[src/sv/kmh_pkg.sv]
// Package for the k-way merge head list: payload structs, controller/datapath
// command and status types, register indexes and field widths.
// No dependencies.
package kmh_pkg;

    localparam int MAX_STREAMS_DEF = 8;
    localparam int KEY_WIDTH       = 32;
    localparam int SRC_W           = 3;
    localparam int LEN_W           = 16;
    localparam int SCOUNT_W        = 4;
    localparam int BYTE_LIMIT_W    = 32;
    localparam int ROW_LIMIT_W     = 16;
    localparam int CFG_INDEX_W     = 2;
    localparam int CFG_DATA_W      = 32;

    localparam logic [CFG_INDEX_W-1:0] CFG_STREAM_COUNT    = 2'd0;
    localparam logic [CFG_INDEX_W-1:0] CFG_STEP_BYTE_LIMIT = 2'd1;
    localparam logic [CFG_INDEX_W-1:0] CFG_STEP_ROW_LIMIT  = 2'd2;

    localparam logic KIND_RECORD = 1'b0;
    localparam logic KIND_END    = 1'b1;

    localparam logic [SCOUNT_W-1:0]     STREAM_COUNT_RST = 4'd8;
    localparam logic [BYTE_LIMIT_W-1:0] BYTE_LIMIT_RST   = '1;
    localparam logic [ROW_LIMIT_W-1:0]  ROW_LIMIT_RST    = '1;

    typedef struct packed {
        logic [SRC_W-1:0]     source_stream;
        logic                 run_ended;
        logic [KEY_WIDTH-1:0] sort_key;
        logic [LEN_W-1:0]     record_length;
    } t_in_item;

    typedef struct packed {
        logic                 result_kind;
        logic [SRC_W-1:0]     winner_stream;
        logic [KEY_WIDTH-1:0] winner_key;
        logic [LEN_W-1:0]     winner_length;
        logic                 step_done;
    } t_out_item;

    typedef struct packed {
        logic insert;
        logic pop;
    } t_dp_cmd;

    typedef struct packed {
        logic empty;
        logic out_free;
    } t_dp_status;

endpackage

[src/sv/kmh_ctrl.sv]
// Controller for the k-way merge head list: request acceptance, fill-phase
// counting and the pop sequence. Depends on kmh_pkg.
module kmh_ctrl #(
    parameter int MAX_STREAMS = kmh_pkg::MAX_STREAMS_DEF
) (
    input  logic                           i_clk,
    input  logic                           i_rst_n,
    input  logic                           i_in_valid,
    input  logic                           i_run_ended,
    output logic                           o_in_stall,
    input  logic [kmh_pkg::SCOUNT_W-1:0]   i_stream_count,
    input  kmh_pkg::t_dp_status            i_status,
    output kmh_pkg::t_dp_cmd               o_cmd
);
    import kmh_pkg::*;

    localparam int CW = $clog2(MAX_STREAMS + 1);
    localparam int EW = ((CW > SCOUNT_W) ? CW : SCOUNT_W) + 1;

    typedef enum logic [1:0] {
        S_IDLE = 2'b01,
        S_POP  = 2'b10
    } t_state;

    t_state          r_state, n_state;
    logic [CW-1:0]   r_fill, n_fill;
    logic            r_merging, n_merging;
    logic            accept;
    logic [EW-1:0]   sc_ext;
    logic [EW-1:0]   eff_streams;
    logic [CW-1:0]   fill_inc;

    assign o_in_stall = (r_state != S_IDLE);
    assign accept     = i_in_valid && (r_state == S_IDLE);
    assign sc_ext     = EW'(i_stream_count);
    assign fill_inc   = r_fill + CW'(1);

    always_comb begin
        if (sc_ext == '0) begin
            eff_streams = EW'(1);
        end else if (sc_ext > EW'(MAX_STREAMS)) begin
            eff_streams = EW'(MAX_STREAMS);
        end else begin
            eff_streams = sc_ext;
        end
    end

    always_comb begin
        n_state    = r_state;
        n_fill     = r_fill;
        n_merging  = r_merging;
        o_cmd      = '0;
        case (r_state)
            S_IDLE: begin
                if (accept) begin
                    o_cmd.insert = !i_run_ended;
                    if (r_merging) begin
                        n_state = S_POP;
                    end else if (EW'(fill_inc) >= eff_streams) begin
                        n_fill    = '0;
                        n_merging = 1'b1;
                        n_state   = S_POP;
                    end else begin
                        n_fill = fill_inc;
                    end
                end
            end
            S_POP: begin
                if (i_status.out_free) begin
                    o_cmd.pop = 1'b1;
                    if (i_status.empty) begin
                        n_merging = 1'b0;
                    end
                    n_state = S_IDLE;
                end
            end
            default: begin
                n_state = S_IDLE;
            end
        endcase
    end

    always_ff @(posedge i_clk) begin
        if (!i_rst_n) begin
            r_state   <= S_IDLE;
            r_fill    <= '0;
            r_merging <= 1'b0;
        end else begin
            r_state   <= n_state;
            r_fill    <= n_fill;
            r_merging <= n_merging;
        end
    end

endmodule

[src/sv/kmh_datapath.sv]
// Datapath for the k-way merge head list: sorted head array with parallel
// compare-and-shift insert, pop, step counters and the output register.
// Depends on kmh_pkg.
module kmh_datapath #(
    parameter int MAX_STREAMS = kmh_pkg::MAX_STREAMS_DEF
) (
    input  logic                               i_clk,
    input  logic                               i_rst_n,
    input  kmh_pkg::t_in_item                  i_item,
    input  kmh_pkg::t_dp_cmd                   i_cmd,
    output kmh_pkg::t_dp_status                o_status,
    input  logic [kmh_pkg::BYTE_LIMIT_W-1:0]   i_byte_limit,
    input  logic [kmh_pkg::ROW_LIMIT_W-1:0]    i_row_limit,
    input  logic                               i_out_stall,
    output logic                               o_out_valid,
    output kmh_pkg::t_out_item                 o_out
);
    import kmh_pkg::*;

    localparam int CW = $clog2(MAX_STREAMS + 1);

    logic [KEY_WIDTH-1:0]    r_keys [MAX_STREAMS];
    logic [SRC_W-1:0]        r_srcs [MAX_STREAMS];
    logic [LEN_W-1:0]        r_lens [MAX_STREAMS];
    logic [KEY_WIDTH-1:0]    n_keys [MAX_STREAMS];
    logic [SRC_W-1:0]        n_srcs [MAX_STREAMS];
    logic [LEN_W-1:0]        n_lens [MAX_STREAMS];
    logic [CW-1:0]           r_count, n_count;
    logic [BYTE_LIMIT_W-1:0] r_bytes;
    logic [ROW_LIMIT_W-1:0]  r_rows;
    logic                    r_out_valid;
    t_out_item               r_out;

    logic [MAX_STREAMS-1:0]  lt;
    logic                    full;
    logic [BYTE_LIMIT_W:0]   bsum;
    logic [ROW_LIMIT_W:0]    rsum;
    logic                    done;

    assign full              = (r_count == CW'(MAX_STREAMS));
    assign o_status.empty    = (r_count == '0);
    assign o_status.out_free = !r_out_valid || !i_out_stall;
    assign o_out_valid       = r_out_valid;
    assign o_out             = r_out;

    always_comb begin
        for (int j = 0; j < MAX_STREAMS; j++) begin
            lt[j] = (CW'(j) < r_count) && (r_keys[j] < i_item.sort_key);
        end
    end

    always_comb begin
        n_keys  = r_keys;
        n_srcs  = r_srcs;
        n_lens  = r_lens;
        n_count = r_count;
        if (i_cmd.insert && !full) begin
            if (!lt[0]) begin
                n_keys[0] = i_item.sort_key;
                n_srcs[0] = i_item.source_stream;
                n_lens[0] = i_item.record_length;
            end
            for (int j = 1; j < MAX_STREAMS; j++) begin
                if (!lt[j]) begin
                    if (lt[j-1]) begin
                        n_keys[j] = i_item.sort_key;
                        n_srcs[j] = i_item.source_stream;
                        n_lens[j] = i_item.record_length;
                    end else begin
                        n_keys[j] = r_keys[j-1];
                        n_srcs[j] = r_srcs[j-1];
                        n_lens[j] = r_lens[j-1];
                    end
                end
            end
            n_count = r_count + CW'(1);
        end else if (i_cmd.pop && !o_status.empty) begin
            for (int j = 0; j < MAX_STREAMS - 1; j++) begin
                n_keys[j] = r_keys[j+1];
                n_srcs[j] = r_srcs[j+1];
                n_lens[j] = r_lens[j+1];
            end
            n_count = r_count - CW'(1);
        end
    end

    assign bsum = {1'b0, r_bytes} + (BYTE_LIMIT_W+1)'(r_lens[0]);
    assign rsum = {1'b0, r_rows} + (ROW_LIMIT_W+1)'(1);
    assign done = (bsum >= {1'b0, i_byte_limit}) || (rsum >= {1'b0, i_row_limit});

    always_ff @(posedge i_clk) begin
        r_keys <= n_keys;
        r_srcs <= n_srcs;
        r_lens <= n_lens;
        if (i_cmd.pop) begin
            if (o_status.empty) begin
                r_out.result_kind   <= KIND_END;
                r_out.winner_stream <= '0;
                r_out.winner_key    <= '0;
                r_out.winner_length <= '0;
                r_out.step_done     <= 1'b0;
            end else begin
                r_out.result_kind   <= KIND_RECORD;
                r_out.winner_stream <= r_srcs[0];
                r_out.winner_key    <= r_keys[0];
                r_out.winner_length <= r_lens[0];
                r_out.step_done     <= done;
            end
        end
    end

    always_ff @(posedge i_clk) begin
        if (!i_rst_n) begin
            r_count     <= '0;
            r_bytes     <= '0;
            r_rows      <= '0;
            r_out_valid <= 1'b0;
        end else begin
            r_count <= n_count;
            if (i_cmd.pop) begin
                r_out_valid <= 1'b1;
                if (o_status.empty || done) begin
                    r_bytes <= '0;
                    r_rows  <= '0;
                end else begin
                    r_bytes <= bsum[BYTE_LIMIT_W-1:0];
                    r_rows  <= rsum[ROW_LIMIT_W-1:0];
                end
            end else if (!i_out_stall) begin
                r_out_valid <= 1'b0;
            end
        end
    end

endmodule

[src/sv/kway_merge_head_list.sv]
// A request that yields a result moves the controller to S_POP; the pop then loads the
// result into the output register, and is held off while that register is stalled.
// The input stalls from acceptance until that pop (accept, then pop) when a result is due;
// fill-phase requests without a result do not stall the input.
// Synchronous active-low reset empties the list, clears fill and step counters
// and loads register defaults (8 streams, all-ones limits); no clearing pass.
module kway_merge_head_list #(
    parameter int MAX_STREAMS = kmh_pkg::MAX_STREAMS_DEF
) (
    input  logic                              i_clk,
    input  logic                              i_rst_n,
    input  logic                              i_in_valid,
    output logic                              o_in_stall,
    input  kmh_pkg::t_in_item                 i_in,
    output logic                              o_out_valid,
    input  logic                              i_out_stall,
    output kmh_pkg::t_out_item                o_out,
    input  logic                              i_cfg_valid,
    output logic                              o_cfg_ready,
    input  logic [kmh_pkg::CFG_INDEX_W-1:0]   i_cfg_index,
    input  logic [kmh_pkg::CFG_DATA_W-1:0]    i_cfg_data
);
    import kmh_pkg::*;

    logic [SCOUNT_W-1:0]     r_stream_count;
    logic [BYTE_LIMIT_W-1:0] r_byte_limit;
    logic [ROW_LIMIT_W-1:0]  r_row_limit;
    t_dp_cmd                 cmd;
    t_dp_status              status;

    assign o_cfg_ready = 1'b1;

    always_ff @(posedge i_clk) begin
        if (!i_rst_n) begin
            r_stream_count <= STREAM_COUNT_RST;
            r_byte_limit   <= BYTE_LIMIT_RST;
            r_row_limit    <= ROW_LIMIT_RST;
        end else if (i_cfg_valid && o_cfg_ready) begin
            case (i_cfg_index)
                CFG_STREAM_COUNT:    r_stream_count <= i_cfg_data[SCOUNT_W-1:0];
                CFG_STEP_BYTE_LIMIT: r_byte_limit   <= i_cfg_data[BYTE_LIMIT_W-1:0];
                CFG_STEP_ROW_LIMIT:  r_row_limit    <= i_cfg_data[ROW_LIMIT_W-1:0];
                default: begin
                end
            endcase
        end
    end

    kmh_ctrl #(
        .MAX_STREAMS (MAX_STREAMS)
    ) u_ctrl (
        .i_clk          (i_clk),
        .i_rst_n        (i_rst_n),
        .i_in_valid     (i_in_valid),
        .i_run_ended    (i_in.run_ended),
        .o_in_stall     (o_in_stall),
        .i_stream_count (r_stream_count),
        .i_status       (status),
        .o_cmd          (cmd)
    );

    kmh_datapath #(
        .MAX_STREAMS (MAX_STREAMS)
    ) u_datapath (
        .i_clk        (i_clk),
        .i_rst_n      (i_rst_n),
        .i_item       (i_in),
        .i_cmd        (cmd),
        .o_status     (status),
        .i_byte_limit (r_byte_limit),
        .i_row_limit  (r_row_limit),
        .i_out_stall  (i_out_stall),
        .o_out_valid  (o_out_valid),
        .o_out        (o_out)
    );

endmodule

[config.mk]
export PLATFORM = sky130hd
export DESIGN_NAME = kway_merge_head_list
export DESIGN_NICKNAME = d
export VERILOG_FILES = /design/src/sv/kmh_pkg.sv /design/src/sv/kmh_ctrl.sv /design/src/sv/kmh_datapath.sv /design/src/sv/kway_merge_head_list.sv
export SDC_FILE = /design/constraint.sdc
export NUM_CORES = 1
export LEC_CHECK = 0
export ABC_AREA = 1
export BUFFER_PORTS_ARGS = -buffer_cell sky130_fd_sc_hd__buf_2
export CORE_AREA = 2 2 255 257
export DETAILED_ROUTE_END_ITERATION = 8
export DIE_AREA = 0 0 257 259
export HOLD_SLACK_MARGIN = 0.02
export PLACE_DENSITY = 0.72
export SLEW_MARGIN = 20
export SYNTH_ARGS = -nofsm -noshare
export SYNTH_HDL_FRONTEND = slang
export SYNTH_SLANG_ARGS = --single-unit
[constraint.sdc]
create_clock -name i_clk -period 12.6 [get_ports i_clk]
set_input_delay 1.26 -clock i_clk [delete_from_list [all_inputs] [get_ports i_clk]]
set_output_delay 1.26 -clock i_clk [all_outputs]
set_load 0.005 [all_outputs]
==> impl_results.md, run 1 <==
- Drt first pass iters: 6
- Yosys cell types: 52
- CTS Buf Count: 66
- Clock Latency Late Sink: 620 ps
- Ant. Diodes: 0
- Hold_buf cts: 0
- # IOs: 147
- Outcome: finished clean
- Fmax achieved: 0.195 GHz
- Initial core utilization: 54.3%
- PD cells: 125 nW/um^2
- Filler instances: 5572
- Routed via count: 30.0k
- Critical Path Start Type: input port
- Pin count of the biggest net entering global routing: 126
- Final setup TNS: 0 ps
- Synth Instances: 4219
- Most frequent cells in the layout: nand2_1, edfxtp_1, inv_1
- Pwr Total: 4.79 mW
- Final Hold Viols: 0
- Tightest Hold Check Type: flop to flop
- Crit path kind: input port to flop
- CTS-repair resized insts: 0
- Site row count: 93
- Post-Place Setup Slack: 7020 ps
- Skew final: 21.9 ps
- Top FF cell, synth: edfxtp_1
- Pint: 3.46 mW
- Core Box Area: 63900 um^2
- Vias per Instance: 5.78
- Fin crit period: 5130 ps
- Die width: 257 um
- Antenna Nets Post-Route: 0
- CTS tree: done
- Post-synth net total: 4632
- Async SR Flop Fraction: 0%
- Crit. End Element: flop
- EDFF count, synth: 461
- Post-Place Cells: 5070
- Period utilization: 40.7%
- Congestion Overflow GR: 0
- Slew margin rel.: 31.0%
- Sw Ratio: 27.8%
- Die ar.: 66600 um^2
- CTS root buffer: clkbuf_16
- Net switching power: 1.33 mW
- Critical Path RT: 12830 ps
- Leak pwr: 18.4 nW
- Mean Syn Cell Area: 8.23 um^2
- Post-CTS Setup Inserts: 0
- DRT iter0 DRCs: 3312
- Routed WL: 101000 um
- CP Max Fanout: 52
- Layout Cells excl Fill: 5191
- Worst-case clock buffer depth: 3
- RSZ-0062 raised after global routing: false
- Yosys warning total: 0
- Post-synthesis sequential area ratio: 46.3%
- GRT Resource Usage Total: 29.9%
- Commonest non-fill, non-tap cell in the layout: nand2_1
- CTS clk-pin slew, worst paths: 60 ps
- Final Max Tran Viols: 0
- Die Y: 259 um
- Flops & latches, synth: 573
- Clock Sinks: 573
- Area grow syn2layout: 10.2%
- Max-Cap Viols: 0
- Share of layout cells above drive strength 1: 7.98%
- Arrival time worst endpoint: 5360 ps
- DRC violations left: 0
- Comb pwr share: 13.8%
- Nets: 4696
- Setup WS post-layout: 7470 ps
- Maximum vdd ir drop: 83.2 uV
- Initial antenna violation count: 1
- Finish-stage setup viols: 0
- Vias in the first global route: 28.4k
- Routability congestion estimate from global placement: 0.933
- Flop pwr share: 46.5%
- Detail Placement HPWL: 68300 um
- First-pass GRT wire length: 157000 um
- Avg WL per Cell: 19.5 um
- Slew at the pin closest to its max-slew limit: 1030 ps
- Port Buffers: 145
- CTS H-Tree Depth: 3
- Clock share of power: 39.7%
- Synthesized area: 34700 um^2
## cell families (layout without fill, tap and decap cells)
group / count (synthesis) / after routing / share of synthesized area, %
and+or+nand+nor: 1849 / 1849 / 21.3
AOI/OAI and AO/OA: 825 / 825 / 12.8
buffers and inverters: 606 / 723 / 6.80
DFF: 573 / 573 / 46.3
adders and majority gates: 322 / 322 / 11.6
xor gates and xnor gates: 43 / 43 / 1.08
other: 1 / 1 / 0.0108
## state kept, by name, summed over array words and instances, names as in the netlist
name,flops
r_byte_limit,32
r_stream_count,4
u_ctrl.r_merging,1
u_datapath.r_srcs,24
u_datapath.r_rows,16
u_datapath.r_lens,128
u_ctrl.r_fill,4
u_datapath.o_out,53
u_datapath.r_keys,256
u_ctrl.r_state,2
u_datapath.r_bytes,32
r_row_limit,16
u_datapath.r_count,4
u_datapath.o_out_valid,1
## power by group through the flow
stage / registers (mW) / logic [mW] / clock network (mW)
floorplan: 2.25 / 0.436 / 0
global placement: 2.26 / 0.623 / 0
detailed placement: 2.26 / 0.641 / 0
CTS: 2.23 / 0.646 / 1.91
global route: 2.23 / 0.743 / 1.99
finish: 2.23 / 0.660 / 1.90
## worst paths after layout
kind / start / endpoint / slack, ps / cells past startpoint
max reg2reg: u_datapath.r_count[3] / u_datapath.r_lens[34] / 7940 / 10
min reg2reg: u_ctrl.r_merging / u_ctrl.r_merging / 470 / 2
min: u_ctrl.r_merging / u_ctrl.r_merging / 470 / 2
max: i_in[31] / u_datapath.r_lens[34] / 7470 / 16
## worst max-delay path: stages
cell	delay [ps]
buf_2	90
inv_1	200
ha_1	380
nand2_1	70
inv_1	50
nand3_1	90
nor3_1	230
o21ai_1	110
nand2_1	220
nand2_2	70
buf_4	340
nand2_2	530
buf_4	470
nand2_1	120
nand2_2	470
buf_4	590
## cell usage after synthesis (2+ instances only)
master	count	share of area, %
nand2_1	1514	16
edfxtp_1	461	40
inv_1	414	4.5
o21ai_0	344	5.0
ha_1	321	12
a21oi_1	265	3.8
nor2_1	133	1.4
clkbuf_1	127	1.4
dfxtp_1	112	6.5
o21ai_1	90	1.3
nand3_1	72	1.0
nand4_1	62	1.1
o211ai_1	55	1.2
buf_2	34	0.49
nor3_1	28	0.40
xor2_1	27	0.68
a31oi_1	25	0.45
buf_1	18	0.19
xnor2_1	16	0.40
a21oi_2	13	0.33
nor4_1	11	0.20
nand4_2	10	0.36
buf_4	7	0.15
nand3b_1	6	0.13
a211oi_1	5	0.11
o21a_1	5	0.11
a21boi_0	4	0.086
inv_2	4	0.043
o21bai_1	4	0.086
a22oi_1	3	0.065
nand2_2	3	0.054
or2_2	3	0.054
nor2_4	2	0.065
o22ai_1	2	0.036
o31ai_1	2	0.043
## area by class of cell
cell class                 instances  area (um^2)  share of cell area (%)
inverter                         418         1570                    4.11
clock buffer                      83         1760                    4.59
tap                              855         1070                    2.80
timing repair buffer             184         1040                    2.71
clock inverter                    38          324                   0.847
sequential                       573        16100                    42.0
multi-input combinational       3040        16400                    42.9
## through the flow
stage | hold WS (ps) | cell area (um^2) | util [%]
after detailed placement | 456 | 36200 | 56.7
after CTS | 466 | 38300 | 59.9
after global routing | 488 | 38300 | 59.9
after floorplan | 444 | 34700 | -
final | 468 | 38300 | 59.9
after global placement | 452 | 36200 | 56.6
## per-layer routing
layer	up-vias	GRT usage (%)	routed length, um
li1	14300	-	-
met2	1485	46.1	44500
met4	2	11.3	3290
met5	-	0	12
met1	14000	42.2	43700
met3	191	5.15	9620
Power figures use the tool's default switching activity.
==> inputs of run 2 (changes only) <==
Settings changed: ABC_AREA 1 to 0.
Clock period 12.6 ns to 4.8 ns, I/O delays scaled along.
==> run 2 against run 1 <==
  * Design area grew 2.9%
  * Wire length grew 6.9%
  * Hold slack lost 370 ps
  * Non-clock buffer count grew 79
  * Worst setup slack lost 7300 ps
  * First-iteration DRC count grew 1.8%
  * Area after synthesis grew 0.43%
  * Cell count shrank 15%
  * Critical path type is now flop to flop
==> impl_results.md, run 2 <==
- Outcome: finished clean
- Worst hold slack: 96.1 ps
- WHS Endpoint: r_byte_limit[23]
- Max-Cap Viols: 0
- Area grow syn2layout: 12.9%
- Post-synth net total: 3811
- R2r setup slk: 160 ps
- Worst reg2reg endpoint: u_datapath.r_bytes[29]
- Final Max Tran Viols: 0
- Routed via count: 28.8k
- Hold Path Cell Cnt: 3
- Detail Placement HPWL: 70900 um
- Crit. End Element: flop
- Pin count of the biggest net entering global routing: 223
- Largest cells by area after synthesis: edfxtp_1, ha_1, dfxtp_1
- Yosys cell types: 67
- Initial antenna violation count: 9
- Initial core utilization: 54.6%
- Maximum vdd ir drop: 203 uV
- Hold_buf cts: 0
- CP Max Fanout: 7
- Synth cell count leaders: edfxtp_1, nand2_1, ha_1, nor2_1, a21oi_1
- Critical Path Start Type: flop
- CTS tree: done
- Most area-hungry cell type in the Yosys netlist: edfxtp_1
- Die ar.: 66600 um^2
- Arrival time worst endpoint: 5190 ps
- Congestion Overflow GR: 0
- Most frequent cells in the layout: edfxtp_1, nand2_1, ha_1
- Most frequent cell after synthesis: edfxtp_1
- Die Y: 259 um
- GRT Resource Usage Total: 31.7%
- CTS clk-pin slew, worst paths: 60 ps
- EDFF count, synth: 461
- Most flop-heavy register: u_datapath.r_keys
- Vias per Instance: 6.55
- Setup WS post-layout: 163 ps
- Clock Sinks: 573
- CTS root buffer: clkbuf_16
- Final Hold Viols: 0
- Critical R2R Launch: u_datapath.r_lens[112]
- Core Box Area: 63900 um^2
- Post-Place Cells: 4260
- Fmax achieved: 0.216 GHz
- Area fraction of the dominant cell type after synthesis: 39.7%
- Routability congestion estimate from global placement: 0.955
- Async SR Flop Fraction: 0%
- Period utilization: 96.6%
- Finish-stage setup viols: 0
- Slew margin rel.: 26.9%
- CTS Buf Count: 66
- Die width: 257 um
- Routed WL: 108000 um
- Worst Reg-to-Reg Cells: 22
- Critical Path RT: 5350 ps
- Tightest Hold Check Type: input port to flop
- Antenna Nets Post-Route: 0
- Share of layout cells above drive strength 1: 15.2%
- Hold Crit Start: i_cfg_data[23]
- Synthesized area: 34900 um^2
- Mean Syn Cell Area: 10.3 um^2
- Site row count: 93
- Crit path kind: flop to flop
- DRC violations left: 0
- Fin crit period: 4640 ps
- # IOs: 147
- Flops & latches, synth: 573
- Drt first pass iters: 7
- Post-synthesis sequential area ratio: 46.1%
- Commonest non-fill, non-tap cell in the layout: edfxtp_1
- Slew at the pin closest to its max-slew limit: 1090 ps
- Avg WL per Cell: 24.5 um
- PD cells: 323 nW/um^2
- Layout Cells excl Fill: 4403
- DRT iter0 DRCs: 3372
- Yosys warning total: 0
- Port Buffers: 145
- Leak pwr: 16.7 nW
- Skew final: 28.4 ps
- Worst-case clock buffer depth: 3
- Synth Instances: 3398
- Nets: 3903
- First-pass GRT wire length: 165000 um
- Clock Latency Late Sink: 620 ps
- Max reg flops: 256
- CTS H-Tree Depth: 3
- Top FF cell, synth: edfxtp_1
- Vias in the first global route: 28.1k
- Post-Place Setup Slack: -118 ps
==> run 2: power breakdown <==
group / total, mW / internal, mW / switching [mW]
sequential: 5.89 / 5.70 / 0.188
clock: 5.09 / 2.95 / 2.13
combinational: 1.76 / 0.655 / 1.10
==> run 2: how the worst max path moves through the flow <==
| stage | startpoint | to | slack, ps | cells after the start |
|---|---|---|---|---|
| finish | u_datapath.r_lens[112] | u_datapath.r_bytes[29] | 160 | 22 |
| global route | u_datapath.r_lens[112] | u_datapath.r_bytes[31] | -50 | 22 |
| CTS | u_datapath.r_lens[112] | u_datapath.r_bytes[17] | 9 | 20 |
| detailed placement | u_datapath.r_lens[112] | u_datapath.r_rows[0] | -120 | 19 |
| global placement | u_datapath.r_lens[112] | u_datapath.r_rows[0] | 50 | 22 |
| floorplan | u_datapath.r_lens[112] | u_datapath.r_bytes[25] | 260 | 19 |
==> run 2: logic make-up after synthesis <==
kind of cell             count (synthesis)  synth area share [%]
AO/OA/AOI/OAI                          872                  16.7
other                                    1                0.0108
AND/OR/NAND/NOR                       1045                  14.1
adder cells (fa/ha/maj)                322                  11.6
multiplexers                           202                  6.51
buffers and inverters                  340                  3.88
XOR/XNOR                                43                  1.08
flip-flops                             573                  46.1
==> run 2: final cells by class <==
class,instances,area [um^2]
antenna,6,15.0
sequential,573,16100
multi-input combinational,2485,17900
tap,855,1070
clock inverter,34,320
fill,5203,24500
timing repair buffer,263,1830
inverter,101,379
clock buffer,86,1820
==> run 2: per-layer routing <==
metal / vias to the layer above / share of wire [%] / global-route usage, %
met4: 6 / 3.6 / 13.0
met2: 1586 / 46 / 50.7
met5: - / 0.032 / 0
li1: 12900 / - / -
met1: 14100 / 41 / 42.8
met3: 257 / 9.6 / 5.73
==> run 2: through the flow <==
step	cell area (um^2)	utilization (%)	setup TNS, ps	power, mW
2_1_floorplan	34900	-	0	7.06
3_3_place_gp	36800	57.6	0	7.60
3_5_place_dp	36800	57.6	-953	7.68
4_1_cts	39000	61.0	0	12.7
5_1_grt	39400	61.6	-150	13.1
6_report	39400	61.6	0	12.7
==> run 2: timing repair <==
action / 4_1_cts / 5_1_grt
setup buffers: 0 / 16
cloned: 0 / 1
setup endpoints to repair: 32 / 44
gates resized for setup: 4 / 57
pin swaps: 0 / 19
==> run 2: worst max-delay path: stages (launching register included) <==
cell	delay [ps]
edfxtp_1	360
ha_2	190
inv_1	50
fa_2	360
nor2b_4	140
o2111ai_2	140
a211o_1	300
nand3_2	90
a31oi_4	160
buf_6	170
nor2_4	100
xor2_1	220
ha_1	290
nand4_1	170
nor4_4	80
buf_4	130
a31oi_1	150
o211ai_1	110
or2_4	280
nor4_4	360
buf_6	180
or4b_4	460
nand3_2	80
